## src/design/set_assoc_fifo_cache_tag_sim_macros.svh

```systemverilog
// ----------------------------------------------------------------------------
// Assertion macros for the set-associative tag cache
// Shared property shorthands, clocked on clk and disabled during reset.
// ----------------------------------------------------------------------------
`ifndef SET_ASSOC_FIFO_CACHE_TAG_SIM_MACROS_SVH
`define SET_ASSOC_FIFO_CACHE_TAG_SIM_MACROS_SVH

// same-cycle implication
`define SAFC_ASSERT_IMP(lbl, pre, post) \
	lbl: assert property (@(posedge clk) disable iff (!arst_n) (pre) |-> (post)) \
		else $error("cache tag check failed");

// next-cycle implication
`define SAFC_ASSERT_NXT(lbl, pre, post) \
	lbl: assert property (@(posedge clk) disable iff (!arst_n) (pre) |=> (post)) \
		else $error("cache tag check failed");

`endif

```

## src/design/safc_pkg.sv

```systemverilog
// ----------------------------------------------------------------------------
// safc_pkg
// Fixed widths and helpers of the set-associative tag cache.
// ----------------------------------------------------------------------------
`timescale 1ns / 1ps

package safc_pkg;

	localparam int ADDR_W  = 32;
	localparam int CNT_W   = 32;
	localparam int WAY_W   = 2;
	localparam int IN_W    = 32;
	// hit, way, hit_count, miss_count = 67 bits, padded to 72
	localparam int OUT_RAW_W = 1 + WAY_W + CNT_W + CNT_W;
	localparam int OUT_W     = 72;
	localparam int PAD_W     = OUT_W - OUT_RAW_W;

	localparam logic [CNT_W-1:0] CNT_MAX = '1;

	// floor(log2(v)), v >= 1
	function automatic int floor_log2(input int v);
		int n;
		int x;
		n = 0;
		x = v;
		while (x > 1) begin
			x = x >> 1;
			n = n + 1;
		end
		return n;
	endfunction

endpackage

```

## src/design/set_assoc_fifo_cache_tag_sim.sv

```systemverilog
// ----------------------------------------------------------------------------
// set_assoc_fifo_cache_tag_sim
// Tag-only set-associative cache with FIFO replacement and hit/miss counters.
// ----------------------------------------------------------------------------
// Channel  Dir  tdata fields (lsb up)                        tuser  tlast
// s_axis   in   address[31:0]                                -      -
// m_axis   out  hit, way[1:0], hit_count[31:0],              -      -
//               miss_count[31:0], zero pad to 72 bits
//
// One access per cycle sustained while m_axis accepts. The accepting edge reads
// the set's row from the set memory; the compare stage compares it and, when it
// retires, writes back and registers the result, which raises m_axis_tvalid.
// Back-to-back accesses to the same set take the just-written row from a bypass.
// Reset clears the per-set row valid flops at once; no clearing pass.
// A stalled m_axis holds the compare stage, which then holds s_axis_tready low.
// ----------------------------------------------------------------------------
`timescale 1ns / 1ps
`include "set_assoc_fifo_cache_tag_sim_macros.svh"

module set_assoc_fifo_cache_tag_sim #(
	parameter int NUM_SETS   = 8,
	parameter int NUM_WAYS   = 4,
	parameter int LINE_BYTES = 8
) (
	input  logic                        clk,
	input  logic                        arst_n,
	input  logic                        s_axis_tvalid,
	output logic                        s_axis_tready,
	input  logic [safc_pkg::IN_W-1:0]   s_axis_tdata,   // address[31:0]
	output logic                        m_axis_tvalid,
	input  logic                        m_axis_tready,
	output logic [safc_pkg::OUT_W-1:0]  m_axis_tdata    // hit, way, hit_count, miss_count, pad
);

	localparam int OFF_W = safc_pkg::floor_log2(LINE_BYTES);
	localparam int SET_W = safc_pkg::floor_log2(NUM_SETS);
	localparam int TAG_W = safc_pkg::ADDR_W - OFF_W - SET_W;
	localparam int ROWS  = 1 << SET_W;
	localparam int PTR_W = (NUM_WAYS > 1) ? $clog2(NUM_WAYS) : 1;
	localparam logic [PTR_W-1:0] PTR_LAST = PTR_W'(NUM_WAYS - 1);

	typedef logic [NUM_WAYS-1:0][TAG_W-1:0] tag_row_t;

	// set memory: tags of all ways, plus FIFO pointer and full flag
	tag_row_t          tag_mem  [ROWS];
	logic [PTR_W-1:0]  ptr_mem  [ROWS];
	logic              full_mem [ROWS];
	logic [ROWS-1:0]   row_valid_q;

	logic              in_fire;
	logic              s1_fire;
	logic [SET_W-1:0]  in_set;

	logic              valid_s1;
	logic              rvalid_s1;
	logic              byp_s1;
	logic [SET_W-1:0]  set_s1;
	logic [TAG_W-1:0]  tag_s1;
	tag_row_t          rd_tags_s1;
	logic [PTR_W-1:0]  rd_ptr_s1;
	logic              rd_full_s1;
	tag_row_t          byp_tags_s1;
	logic [PTR_W-1:0]  byp_ptr_s1;
	logic              byp_full_s1;

	tag_row_t          cur_tags;
	logic [PTR_W-1:0]  cur_ptr;
	logic              cur_full;
	logic              hit_c;
	logic [PTR_W-1:0]  hit_way_c;
	tag_row_t          new_tags;
	logic [PTR_W-1:0]  new_ptr;
	logic              new_full;

	logic                             out_valid_q;
	logic                             out_hit_q;
	logic [safc_pkg::WAY_W-1:0]       out_way_q;
	logic [safc_pkg::CNT_W-1:0]       hit_cnt_q;
	logic [safc_pkg::CNT_W-1:0]       miss_cnt_q;

	assign in_set        = s_axis_tdata[OFF_W +: SET_W];
	assign s1_fire       = valid_s1 && (!out_valid_q || m_axis_tready);
	assign s_axis_tready = !valid_s1 || s1_fire;
	assign in_fire       = s_axis_tvalid && s_axis_tready;

	// compare stage
	always_comb begin
		if (byp_s1) begin
			cur_tags = byp_tags_s1;
			cur_ptr  = byp_ptr_s1;
			cur_full = byp_full_s1;
		end else if (rvalid_s1) begin
			cur_tags = rd_tags_s1;
			cur_ptr  = rd_ptr_s1;
			cur_full = rd_full_s1;
		end else begin
			cur_tags = rd_tags_s1;
			cur_ptr  = '0;
			cur_full = 1'b0;
		end

		// ways fill in order, so way w is valid if full or below the pointer
		hit_c     = 1'b0;
		hit_way_c = '0;
		for (int w = NUM_WAYS - 1; w >= 0; w--) begin
			if ((cur_full || (w < int'(cur_ptr))) && cur_tags[w] == tag_s1) begin
				hit_c     = 1'b1;
				hit_way_c = PTR_W'(w);
			end
		end

		new_tags = cur_tags;
		new_ptr  = cur_ptr;
		new_full = cur_full;
		if (!hit_c) begin
			new_tags[cur_ptr] = tag_s1;
			new_ptr           = (cur_ptr == PTR_LAST) ? '0 : cur_ptr + 1'b1;
			new_full          = cur_full || (cur_ptr == PTR_LAST);
		end
	end

	// memory: read on acceptance, write back when the compare stage retires
	always_ff @(posedge clk) begin
		if (in_fire) begin
			rd_tags_s1 <= tag_mem[in_set];
			rd_ptr_s1  <= ptr_mem[in_set];
			rd_full_s1 <= full_mem[in_set];
		end
		if (s1_fire) begin
			tag_mem[set_s1]  <= new_tags;
			ptr_mem[set_s1]  <= new_ptr;
			full_mem[set_s1] <= new_full;
		end
	end

	// payload of the compare stage and bypass row, and the registered hit and way
	always_ff @(posedge clk) begin
		if (in_fire) begin
			set_s1      <= in_set;
			tag_s1      <= s_axis_tdata[safc_pkg::ADDR_W-1 -: TAG_W];
			byp_tags_s1 <= new_tags;
			byp_ptr_s1  <= new_ptr;
			byp_full_s1 <= new_full;
		end
		if (s1_fire) begin
			out_hit_q <= hit_c;
			out_way_q <= hit_c ? safc_pkg::WAY_W'(hit_way_c) : safc_pkg::WAY_W'(cur_ptr);
		end
	end

	always_ff @(posedge clk or negedge arst_n) begin
		if (!arst_n) begin
			valid_s1    <= 1'b0;
			rvalid_s1   <= 1'b0;
			byp_s1      <= 1'b0;
			row_valid_q <= '0;
			out_valid_q <= 1'b0;
			hit_cnt_q   <= '0;
			miss_cnt_q  <= '0;
		end else begin
			if (in_fire) begin
				valid_s1  <= 1'b1;
				// same set as the row being written this edge: take it from the bypass
				byp_s1    <= s1_fire && (in_set == set_s1);
				rvalid_s1 <= row_valid_q[in_set];
			end else if (s1_fire) begin
				valid_s1 <= 1'b0;
			end

			if (s1_fire) begin
				row_valid_q[set_s1] <= 1'b1;
				out_valid_q         <= 1'b1;
				if (hit_c) begin
					if (hit_cnt_q != safc_pkg::CNT_MAX) hit_cnt_q <= hit_cnt_q + 1'b1;
				end else begin
					if (miss_cnt_q != safc_pkg::CNT_MAX) miss_cnt_q <= miss_cnt_q + 1'b1;
				end
			end else if (m_axis_tready) begin
				out_valid_q <= 1'b0;
			end
		end
	end

	assign m_axis_tvalid = out_valid_q;
	assign m_axis_tdata  = {{safc_pkg::PAD_W{1'b0}}, miss_cnt_q, hit_cnt_q, out_way_q, out_hit_q};

	`SAFC_ASSERT_IMP(a_stall_blocks_input, valid_s1 && out_valid_q && !m_axis_tready, !s_axis_tready)
	`SAFC_ASSERT_NXT(a_row_marked_valid, s1_fire, row_valid_q[$past(set_s1)])
	`SAFC_ASSERT_NXT(a_hit_count_mono, 1'b1, hit_cnt_q >= $past(hit_cnt_q))
	`SAFC_ASSERT_NXT(a_miss_count_step, s1_fire && !hit_c && miss_cnt_q != safc_pkg::CNT_MAX, miss_cnt_q == $past(miss_cnt_q) + 1'b1)

endmodule
```

## config.mk

```make
export PLATFORM = sky130hd
export DESIGN_NAME = set_assoc_fifo_cache_tag_sim
export DESIGN_NICKNAME = d
export VERILOG_FILES = /design/src/design/safc_pkg.sv /design/src/design/set_assoc_fifo_cache_tag_sim.sv
export VERILOG_INCLUDE_DIRS = /design/src /design/src/design
export SDC_FILE = /design/constraint.sdc
export NUM_CORES = 1
export LEC_CHECK = 0
export ABC_AREA = 1
export BUFFER_PORTS_ARGS = -buffer_cell sky130_fd_sc_hd__buf_4
export CAP_MARGIN = 25
export CORE_MARGIN = 2
export CORE_UTILIZATION = 35
export DETAILED_ROUTE_END_ITERATION = 10
export PLACE_DENSITY = 0.56
export SLEW_MARGIN = 30
export SYNTH_ARGS = -nofsm -noshare
export SYNTH_HDL_FRONTEND = slang
export SYNTH_SLANG_ARGS = --single-unit
export TNS_END_PERCENT = 20
```

## constraint.sdc

```tcl
create_clock -name clk -period 5.6 [get_ports clk]
set_input_delay 0.28 -clock clk [delete_from_list [all_inputs] [get_ports clk]]
set_output_delay 0.28 -clock clk [all_outputs]
set_load 0.02 [all_outputs]
```

# Word level (Yosys, flattened, before mapping)
# Memory sizes are Yosys's and may differ from the RTL's. A register that Yosys moved wholly into a read port is not among the register bits.
# Index checks and enable logic that the tools add are counted.
dict set report op_classes {
  reduce_logical 21
  addsub 3
  n_eq_ne 8
  bitwise_logic 2
  magnitude_cmp 8
  muxes 31
}
# operator count
set op_table {}
lappend op_table {{104-bit two-way mux} 2}
lappend op_table {{104-bit bitwise mux} 1}
lappend op_table {{26-bit equality test} 4}
lappend op_table {{32-bit by 1-bit adder with 32-bit output (second input constant)} 2}
lappend op_table {{32-bit inequality test (second input constant)} 2}
lappend op_table {{26-bit demux with 2-bit select} 1}
lappend op_table {{26-bit two-way mux} 1}
lappend op_table {{2-bit two-way mux} 9}
lappend op_table {{1-bit two-way mux} 15}
lappend op_table {{1-bit logical AND} 9}
lappend op_table {{3-bit by 4-bit < comparator with 1-bit output (second input constant)} 2}
lappend op_table {{8-bit bitwise OR} 1}
lappend op_table {{1-bit logical OR} 6}
lappend op_table {{3-bit AND reduction} 2}
lappend op_table {{1-bit by 2-bit < comparator with 1-bit output (first input constant)} 2}
lappend op_table {{2-bit nonzero test} 2}
lappend op_table {{1-bit binary-select mux with 3-bit select} 1}
lappend op_table {{1-bit demux with 3-bit select} 1}
lappend op_table {{3-bit equality test} 1}
lappend op_table {{3-bit by 1-bit greater-or-equal comparator with 1-bit output (second input constant)} 1}
lappend op_table {{2-bit by 3-bit < comparator with 1-bit output (second input constant)} 1}
lappend op_table {{2-bit by 1-bit adder with 2-bit output (second input constant)} 1}
lappend op_table {{2-bit equality test (second input constant)} 1}
lappend op_table {{2-bit by 1-bit greater-or-equal comparator with 1-bit output (second input constant)} 1}
lappend op_table {{3 further kinds} 4}
dict set report totals {
  reg_bits 215
  elab_cells 93
  n_memories 3
  ramBits 856
  input_bits 36
}
# name words width read_ports rd_clocked_by_memory_dff write_ports line
set memory_table {}
lappend memory_table {tag_mem 8 104 1 1 1 set_assoc_fifo_cache_tag_sim.sv:45} ;# tag_row_t tag_mem [ROWS];
lappend memory_table {ptr_mem 8 2 1 1 1 set_assoc_fifo_cache_tag_sim.sv:46} ;# logic [PTR_W-1:0] ptr_mem [ROWS];
lappend memory_table {full_mem 8 1 1 1 1 set_assoc_fifo_cache_tag_sim.sv:47} ;# logic full_mem [ROWS];

# Longest topological paths before layout
# Gate-level depths: netlist (run 1).
dict set report logic_depth {
  word_depth 10
  mapped_depth 21
}

# Worst setup path before layout (run 1)
# No wires, ideal clock.
dict set report synth_timing {
  path_kind {reg2reg}
  startpoint {reg out_valid_q (netlist: m_axis_tvalid)}
  endpoint {reg rvalid_s1}
  setup_slack_ns -0.667
  path_stages_with_launch 6
  period_less_slack_ns 6.267
  t_arrival_ns 6.089
  required_time_ns 5.422
  setup_ns 0.178
  path_cell_list {dfrtp_1 nand3_1 nand2_1 inv_1 o211ai_1 o21ai_0}
}
dict set report synth_between {
  elab_chain_len 5
}
# item line
set synth_lines {}
lappend synth_lines {{start, declared} set_assoc_fifo_cache_tag_sim.sv:75} ;# logic out_valid_q;
lappend synth_lines {{start signal, assigned} set_assoc_fifo_cache_tag_sim.sv:157} ;# out_valid_q <= 1'b0;
lappend synth_lines {{start signal, assigned} set_assoc_fifo_cache_tag_sim.sv:172} ;# out_valid_q <= 1'b1;
lappend synth_lines {{start signal, assigned} set_assoc_fifo_cache_tag_sim.sv:179} ;# out_valid_q <= 1'b0;
lappend synth_lines {{1-bit logical NOT} set_assoc_fifo_cache_tag_sim.sv:82} ;# assign s1_fire = valid_s1 && (!out_valid_q || m_axis_tready);
lappend synth_lines {{1-bit logical OR} set_assoc_fifo_cache_tag_sim.sv:82}
lappend synth_lines {{1-bit logical AND} set_assoc_fifo_cache_tag_sim.sv:82}
lappend synth_lines {{1-bit logical OR} set_assoc_fifo_cache_tag_sim.sv:83} ;# assign s_axis_tready = !valid_s1 || s1_fire;
lappend synth_lines {{via s_axis_tready} set_assoc_fifo_cache_tag_sim.sv:28} ;# output logic s_axis_tready,
lappend synth_lines {{1-bit logical AND} set_assoc_fifo_cache_tag_sim.sv:84} ;# assign in_fire = s_axis_tvalid && s_axis_tready;
lappend synth_lines {{via in_fire} set_assoc_fifo_cache_tag_sim.sv:50} ;# logic in_fire;
lappend synth_lines {{end signal, assigned} set_assoc_fifo_cache_tag_sim.sv:165} ;# rvalid_s1 <= row_valid_q[in_set];
lappend synth_lines {{end, declared} set_assoc_fifo_cache_tag_sim.sv:55} ;# logic rvalid_s1;
# The timed path passes the listed nets, and every way through them passes these cells.
# A chain may end at the register's enable or synchronous reset.

# Worst setup path in the final report (run 1)
dict set report layout_timing {
  startpoint {reg byp_s1}
  endpoint {reg hit_cnt_q[26] (netlist bit)}
}
dict set report layout_between {
  elab_chain_len 8
}
# item line
set layout_lines {}
lappend layout_lines {{start, declared} set_assoc_fifo_cache_tag_sim.sv:56} ;# logic byp_s1;
lappend layout_lines {{start signal, assigned} set_assoc_fifo_cache_tag_sim.sv:164} ;# byp_s1 <= s1_fire && (in_set == set_s1);
lappend layout_lines {{104-bit two-way mux or 2-bit two-way mux (tied branches)} set_assoc_fifo_cache_tag_sim.sv:88} ;# if (byp_s1) begin
lappend layout_lines {{26-bit equality test or 2-bit < comparator (tied branches)} set_assoc_fifo_cache_tag_sim.sv:106} ;# if ((cur_full || (w < int'(cur_ptr))) && cur_tags[w] == tag_s1) begin
lappend layout_lines {{1-bit logical AND or 1-bit logical OR (tied branches)} set_assoc_fifo_cache_tag_sim.sv:106}
lappend layout_lines {{1-bit two-way mux or 1-bit logical AND (tied branches)} set_assoc_fifo_cache_tag_sim.sv:106}
lappend layout_lines {{1-bit two-way mux (2 in a row)} set_assoc_fifo_cache_tag_sim.sv:106}
lappend layout_lines {{1-bit two-way mux *} set_assoc_fifo_cache_tag_sim.sv:106}
lappend layout_lines {{3-bit AND reduction (no line) *} n/a}
lappend layout_lines {{end signal, assigned} set_assoc_fifo_cache_tag_sim.sv:174} ;# if (hit_cnt_q != safc_pkg::CNT_MAX) hit_cnt_q <= hit_cnt_q + 1'b1;
lappend layout_lines {{end, declared} set_assoc_fifo_cache_tag_sim.sv:78} ;# logic [safc_pkg::CNT_W-1:0] hit_cnt_q;
# Mark *: on every way between the ends. The rest lies on a longest branch, timed or not.

==> results of run 1 <==
per-layer routing:
metal | part of all wire | up-vias | global-route usage
met3 | 0.065 | 147 | 0.02735
met4 | 0.016 | 0 | 0.03557
met5 | 0 | - | 0
met1 | 0.47 | 16540 | 0.2551
met2 | 0.45 | 981 | 0.2725
li1 | - | 15930 | -
registers in the layout, indices dropped and copies added (netlist names), 2 cells and up:
register / flops
tag_mem: 832
byp_tags_s1: 104
rd_tags_s1: 104
hit_cnt_q: 32
miss_cnt_q: 32
tag_s1: 26
ptr_mem: 16
full_mem: 8
row_valid_q: 8
set_s1: 3
byp_ptr_s1: 2
out_way_q: 2
rd_ptr_s1: 2
through the flow:
stage	hold WS, ps	instances	TNS (ps)	util
after floorplan	-15.59	4545	-417630	-
after global placement	153.6	6317	0	0.3713
after detailed placement	155.0	6319	0	0.3717
after CTS	206.7	6575	0	0.4018
after global routing	221.3	6576	0	0.4020
final	252.7	6577	0	0.4021
area by class of cell:
class                           count  area [µm²]
Sequential cell                  1178       35000
Fill cell                       13310       84560
Timing Repair Buffer              183        1754
Multi-Input combinational cell   2988       13340
Antenna cell                        1       2.502
Clock buffer                      140        3067
Inverter                          112       449.2
Clock inverter                     85       879.6
Tap cell                         1890        2365
power by group through the flow:
stage	Combinational [mW]	Sequential [mW]	Clock (mW)
detailed placement	2.20	10.9	0
CTS	2.23	10.7	8.16
floorplan	1.39	10.9	0
finish	2.22	10.7	8.00
global placement	2.16	10.9	0
global route	2.47	10.8	8.50
worst paths after layout:
check,from,end,cells past startpoint
min in group asynchronous,arst_n,valid_s1,3
worst min-delay path,s_axis_tdata[21],tag_s1[15],2
max in group asynchronous,arst_n,hit_cnt_q[14],3
worst min register to register,row_valid_q[5],row_valid_q[5],2
worst max register to register,byp_s1,hit_cnt_q[26],15
worst max-delay path,byp_s1,hit_cnt_q[26],15
timing repair:
item,CTS,global route
endpoints found under the hold margin,107,0
resized for setup,0,0
hold buffers,31,0
buffers inserted,0,0
critical path, stage by stage (launching register included):
cell and delay [ps]:
dfrtp_4 670, inv_6 440, nand2_1 130, nand2_1 110
nand2_1 50, nand2_1 120, nand3_1 260, nor2_1 300
nand3_1 250, nor2_1 340, nor2_2 160, nand2_4 220
buf_4 390, nand3_2 590, nand2_1 220, nand2_1 60
cell usage after synthesis (32+ instances only):
cell type	instances	area, µm²
xor2_1	45	394.1
clkbuf_1	184	690.7
nand3_1	147	735.7
nand4_1	89	556.8
edfxtp_1	1102	33090
nor2_1	858	3221
nand2_1	1097	4118
a31oi_1	107	669.4
inv_1	109	409.1
o21ai_0	440	2202
o22ai_1	109	681.9
dfrtp_1	76	1902
buf_2	32	160.2
kinds of logic after synthesis:
kind of cell / after synthesis / synth area share
AO/OA/AOI/OAI: 667 / 0.07271
XOR/XNOR: 62 / 0.01089
adder cells (fa/ha/maj): 6 / 0.001505
buffers and inverters: 379 / 0.03244
flip-flops: 1178 / 0.7017
other: 1 / 0.00007520
AND/OR/NAND/NOR: 2248 / 0.1806
==> out/results.tsv, run 1 <==
stage	metric	value	unit
global_route	grt_max_degree	163	
critical_path	arrival	5120	ps
logic_synthesis	synth_ff_type	edfxtp_1	
timing	fmax	220.4	MHz
outcome	status	finished, final reports clean	
flow_run	cap_violations	0	
clock_network	cts_tree	yes	
timing	relSlewSlack	0.3420	
global_route	grt_pass1_vias	31730	
power	p_total	20.95	mW
critical_path	endpoint_kind	flip-flop	
power	netSwitchingPower	5.304	mW
timing	setup_slack	1064	ps
clock_network	numCtsBuffers	119	
timing	hold_violations	0	
cells_and_area	layout_common_cells	edfxtp_1 (1102), nand2_1 (1097), nor2_1 (850), o21ai_0 (438), nand3_1 (147)	
route	postRouteAntennaNets	0	
route	firstDrtPassIters	5	
floorplan	row_count	138	
floorplan	die_x	381.5	µm
clock_network	clk_pin_slew	60	ps
critical_path	cp.required	6180	ps
route	drtIter0Drc	2961	
logic_synthesis	ys_async_sr_fraction	0.06452	
min_path	min_path_type	input port to flip-flop	
global_route	grt_pass1_wl	195300	µm
timing	setup_viol_count_final	0	
power	p_int	15.65	mW
route	wire_per_inst	19.58	µm
floorplan	start_util	0.3526	
logic_synthesis	synth_seq_cells	1178	
timing	finClkSkew	63.87	ps
floorplan	die_h	381.5	µm
clock_network	clock_latency	750	ps
clock_network	root_buffer	clkbuf_16	
route	wirelength	128800	µm
power	comb_power_share	0.106	
power	ir_worst_vdd	0.3105	mV
cells_and_area	drive_gt1_frac	0.07597	
timing	min_period	4536	ps
logic_synthesis	synth.distinct_cells	40	
placed_design	post-place-ws	1167	ps
power	sw_frac_of_total	0.2532	
power	power.density	368.5	nW/µm²
power	leakagePower	20.82	nW
cells_and_area	area_growth	14.02	%
critical_path	ff2ff_setup_slack	1060	ps
placed_design	io_buffers	101	
global_route	grt-ovfl-total	0	
floorplan	io_pins	110	
timing	period_share	0.8101	
timing	rsz0062_at_grt	no	
critical_path	path_class	flip-flop to flip-flop	
cells_and_area	fin_nets	4624	
timing	slew_violations	0	
critical_path	startpoint_type	flip-flop	
floorplan	die-area	145500	µm²
logic_synthesis	syn_area	49870	µm²
clock_network	h-tree-depth	3	
power	sequentialPowerShare	0.513	
logic_synthesis	synth_area_per_cell	10.98	µm²
global_route	grt_use_total	0.1738	
placed_design	place_congestion	0.8380	
cells_and_area	fin_area	56860	µm²
clock_network	cts_sinks	1178	
power	clkPwrFrac	0.382	
route	drc	0	
logic_synthesis	synth-edff-count	1102	
timing	worstMarginPinSlew	987.0	ps
clock_network	cts.path.max_buffers	3	
logic_synthesis	ys_seq_area_frac	0.7017	
logic_synthesis	synth_warnings	0	
placed_design	place_hpwl	65730	µm
route	via_per_inst	5.109	
floorplan	core	141400	µm²
placed_design	placed_area	52570	µm²
global_route	antenna_found_initial	3	
cells_and_area	layout_commonest_cell	edfxtp_1	
route	vias	33600	
logic_synthesis	synthCells	4541	
critical_path	path_max_fanout	42	
(Power assumes the default switching activity.)
==> run 2: changes to the inputs <==
==> constraint.sdc (replaced) <==
create_clock -name clk -period 3.9 [get_ports clk]
set_input_delay 0.195 -clock clk [delete_from_list [all_inputs] [get_ports clk]]
set_output_delay 0.195 -clock clk [all_outputs]
set_load 0.02 [all_outputs]
==> run 2 against run 1 <==
Clock skew up 17 ps. Die area unchanged. Worst setup slack worse by 670 ps. Sequential share of layout area fell by 0.61 points. Via count is 0.38% higher. Fmax grew 29%.
==> out/results.tsv, run 2 (synthesis gave the netlist of run 1 again) <==
stage	metric	value	unit	change
cells_and_area	drive_gt1_frac	0.08629		was 0.07597
route	wirelength	131000	µm	was 128800 µm
clock_network	root_buffer	clkbuf_16		unchanged
cells_and_area	layout_commonest_cell	edfxtp_1		unchanged
cells_and_area	fin_area	57430	µm²	was 56860 µm²
floorplan	io_pins	110		unchanged
timing	slew_violations	0		unchanged
floorplan	die-area	145500	µm²	unchanged
route	wl_met1	60270	µm	was 60470 µm
critical_path	startpoint_type	flip-flop		unchanged
timing	min_period	3510	ps	was 4536 ps
global_route	grt_use_total	0.1774		was 0.1738
timing	fin_setup_tns	0	ps	unchanged
placed_design	place_hpwl	71450	µm	was 65730 µm
clock_network	cts.path.max_buffers	3		unchanged
floorplan	core	141400	µm²	unchanged
route	dr_wl_met2	58800	µm	was 57930 µm
floorplan	start_util	0.3526		unchanged
cells_and_area	fin_nets	4667		was 4624
clock_network	h-tree-depth	3		unchanged
clock_network	cts_sinks	1178		unchanged
cells_and_area	fin_util	0.4061		was 0.4021
timing	fmax	284.9	MHz	was 220.4 MHz
power	power.density	523.3	nW/µm²	was 368.5 nW/µm²
clock_network	clock_latency	770	ps	was 750 ps
power	p_total	30.06	mW	was 20.95 mW
global_route	grt_pass1_vias	31840		was 31730
placed_design	placed_area	53230	µm²	was 52570 µm²
timing	relSlewSlack	0.3907		was 0.3420
timing	worstMarginPinSlew	913.9	ps	was 987.0 ps
route	routed.top_layer	met4		unchanged
route	vias	33730		was 33600
power	sw_frac_of_total	0.2576		was 0.2532
critical_path	path_class	flip-flop to flip-flop		unchanged
timing	setup_viol_count_final	0		unchanged
critical_path	path_cells	buf_12, nand2_1, nand3_1, nand2_1, nand2_1, nor2_1, nand2_1, nor2_1, nand2_1, nand2_1, nor2_2, buf_4, nand3_1, o21ai_0		was inv_6, nand2_1, nand2_1, nand2_1, nand2_1, nand3_1, nor2_1, nand3_1, nor2_1, nor2_2, nand2_4, buf_4, nand3_2, nand2_1, nand2_1
min_path	min_path_type	input port to async pin		was input port to flip-flop
placed_design	io_buffers	101		unchanged
route	wl_met3	9020	µm	was 8326 µm
global_route	grt-ovfl-total	0		unchanged
route	firstDrtPassIters	6		was 5
cells_and_area	layout_common_cells	edfxtp_1 (1102), nand2_1 (1096), nor2_1 (849), o21ai_0 (440), buf_4 (147)		was edfxtp_1 (1102), nand2_1 (1097), nor2_1 (850), o21ai_0 (438), nand3_1 (147)
route	via_per_inst	5.097		was 5.109
critical_path	cp_common_cell	nand2_1		unchanged
power	comb_power_share	0.111		was 0.106
clock_network	clk_pin_slew	70	ps	was 60 ps
critical_path	path_max_fanout	59		was 42
timing	hold_violations	0		unchanged
flow_run	cap_violations	0		unchanged
timing	finClkSkew	81.33	ps	was 63.87 ps
power	clkPwrFrac	0.376		was 0.382
power	sequentialPowerShare	0.513		about the same
clock_network	cts_tree	yes		unchanged
power	ir_worst_vdd	0.4396	mV	was 0.3105 mV
cells_and_area	largest_register	tag_mem		unchanged
global_route	antenna_found_initial	1		was 3
clock_network	post_cts_buffers	0		unchanged
outcome	status	finished, final reports clean		unchanged
critical_path	endpoint_kind	flip-flop		unchanged
critical_path	cp.required	4300	ps	was 6180 ps
cells_and_area	area_growth	15.17	%	was 14.02%
route	drtIter0Drc	3106		was 2961
floorplan	die_x	381.5	µm	unchanged
critical_path	crit_path_top_delay_cell	dfrtp_4		unchanged
floorplan	row_count	138		unchanged
cells_and_area	antenna_cells	0		was 1
power	netSwitchingPower	7.743	mW	was 5.304 mW
critical_path	arrival	3910	ps	was 5120 ps
route	drc	0		unchanged
global_route	grt_pass1_wl	198800	µm	was 195300 µm
global_route	grt_max_degree	127		was 163
timing	hold_slack	134.4	ps	was 252.7 ps
cells_and_area	largest_register_ffs	832		unchanged
power	leakagePower	21.09	nW	was 20.82 nW
floorplan	die_h	381.5	µm	unchanged
route	wire_per_inst	19.80	µm	was 19.58 µm
clock_network	numCtsBuffers	118		was 119
timing	period_share	0.9000		was 0.8101
route	postRouteAntennaNets	0		unchanged
timing	rsz0062_at_grt	no		unchanged
critical_path	slowest_delay	570	ps	was 670 ps
placed_design	place_congestion	0.8505		was 0.8380
power	p_int	22.31	mW	was 15.65 mW
cells_and_area	largest_registers	tag_mem x832, byp_tags_s1 x104, rd_tags_s1 x104		unchanged
## run 2: power groups by stage
stage	clock [mW]	sequential [mW]	combinational, mW
floorplan	0	15.6	2.00
global placement	0	15.7	3.26
detailed placement	0	15.7	3.31
CTS	11.5	15.4	3.35
global route	12.0	15.5	3.71
finish	11.3	15.4	3.34
## run 2: what timing repair did
| item | in CTS | in global routing |
|---|---|---|
| setup endpoints to repair | 0 | 5 |
| resized for setup | 0 | 1 |
| endpoints found under the hold margin | 90 | 0 |
| hold buffers | 32 | 0 |
## run 2: path summary, 6_finish.rpt
check,cells after the start,slack (ps),from,endpoint
worst min register to register,2,470,row_valid_q[1],row_valid_q[1]
max in group asynchronous,3,3010,arst_n,m_axis_tvalid
worst max register to register,14,390,byp_s1,ptr_mem[4][0]
worst min-delay path,2,130,arst_n,miss_cnt_q[22]
min in group clk,2,160,s_axis_tdata[7],tag_s1[1]
worst max-delay path,14,390,byp_s1,ptr_mem[4][0]
## run 2: routing by layer
layer	GRT usage	vias to the layer above
met4	0.04582	0
met3	0.03416	195
met1	0.2535	16460
li1	-	16010
met5	0	-
met2	0.2768	1059
## run 2: stage by stage
step                      setup slack [ps]  instances
after global placement               299.3       6363
after detailed placement             297.3       6363
final                                390.0       6618
after CTS                            306.6       6618
after floorplan                     -828.0       4545
after global routing                 131.9       6618
## run 2: worst max-delay path, delay by kind of cell, from the launching register on
| kind | cells | cell delay (ps) |
|---|---|---|
| AND/OR/NAND/NOR | 11 | 1460 |
| AO/OA/AOI/OAI | 1 | 340 |
| flip-flops | 1 | 570 |
| buffers and inverters | 2 | 760 |
## run 2: cell type report
type,instances,area [µm²]
Sequential cell,1178,35000
Tap cell,1890,2365
Multi-Input combinational cell,2988,13360
Clock buffer,142,3064
Fill cell,13340,83980
Timing Repair Buffer,227,2374
Clock inverter,81,808.3
Inverter,112,456.7
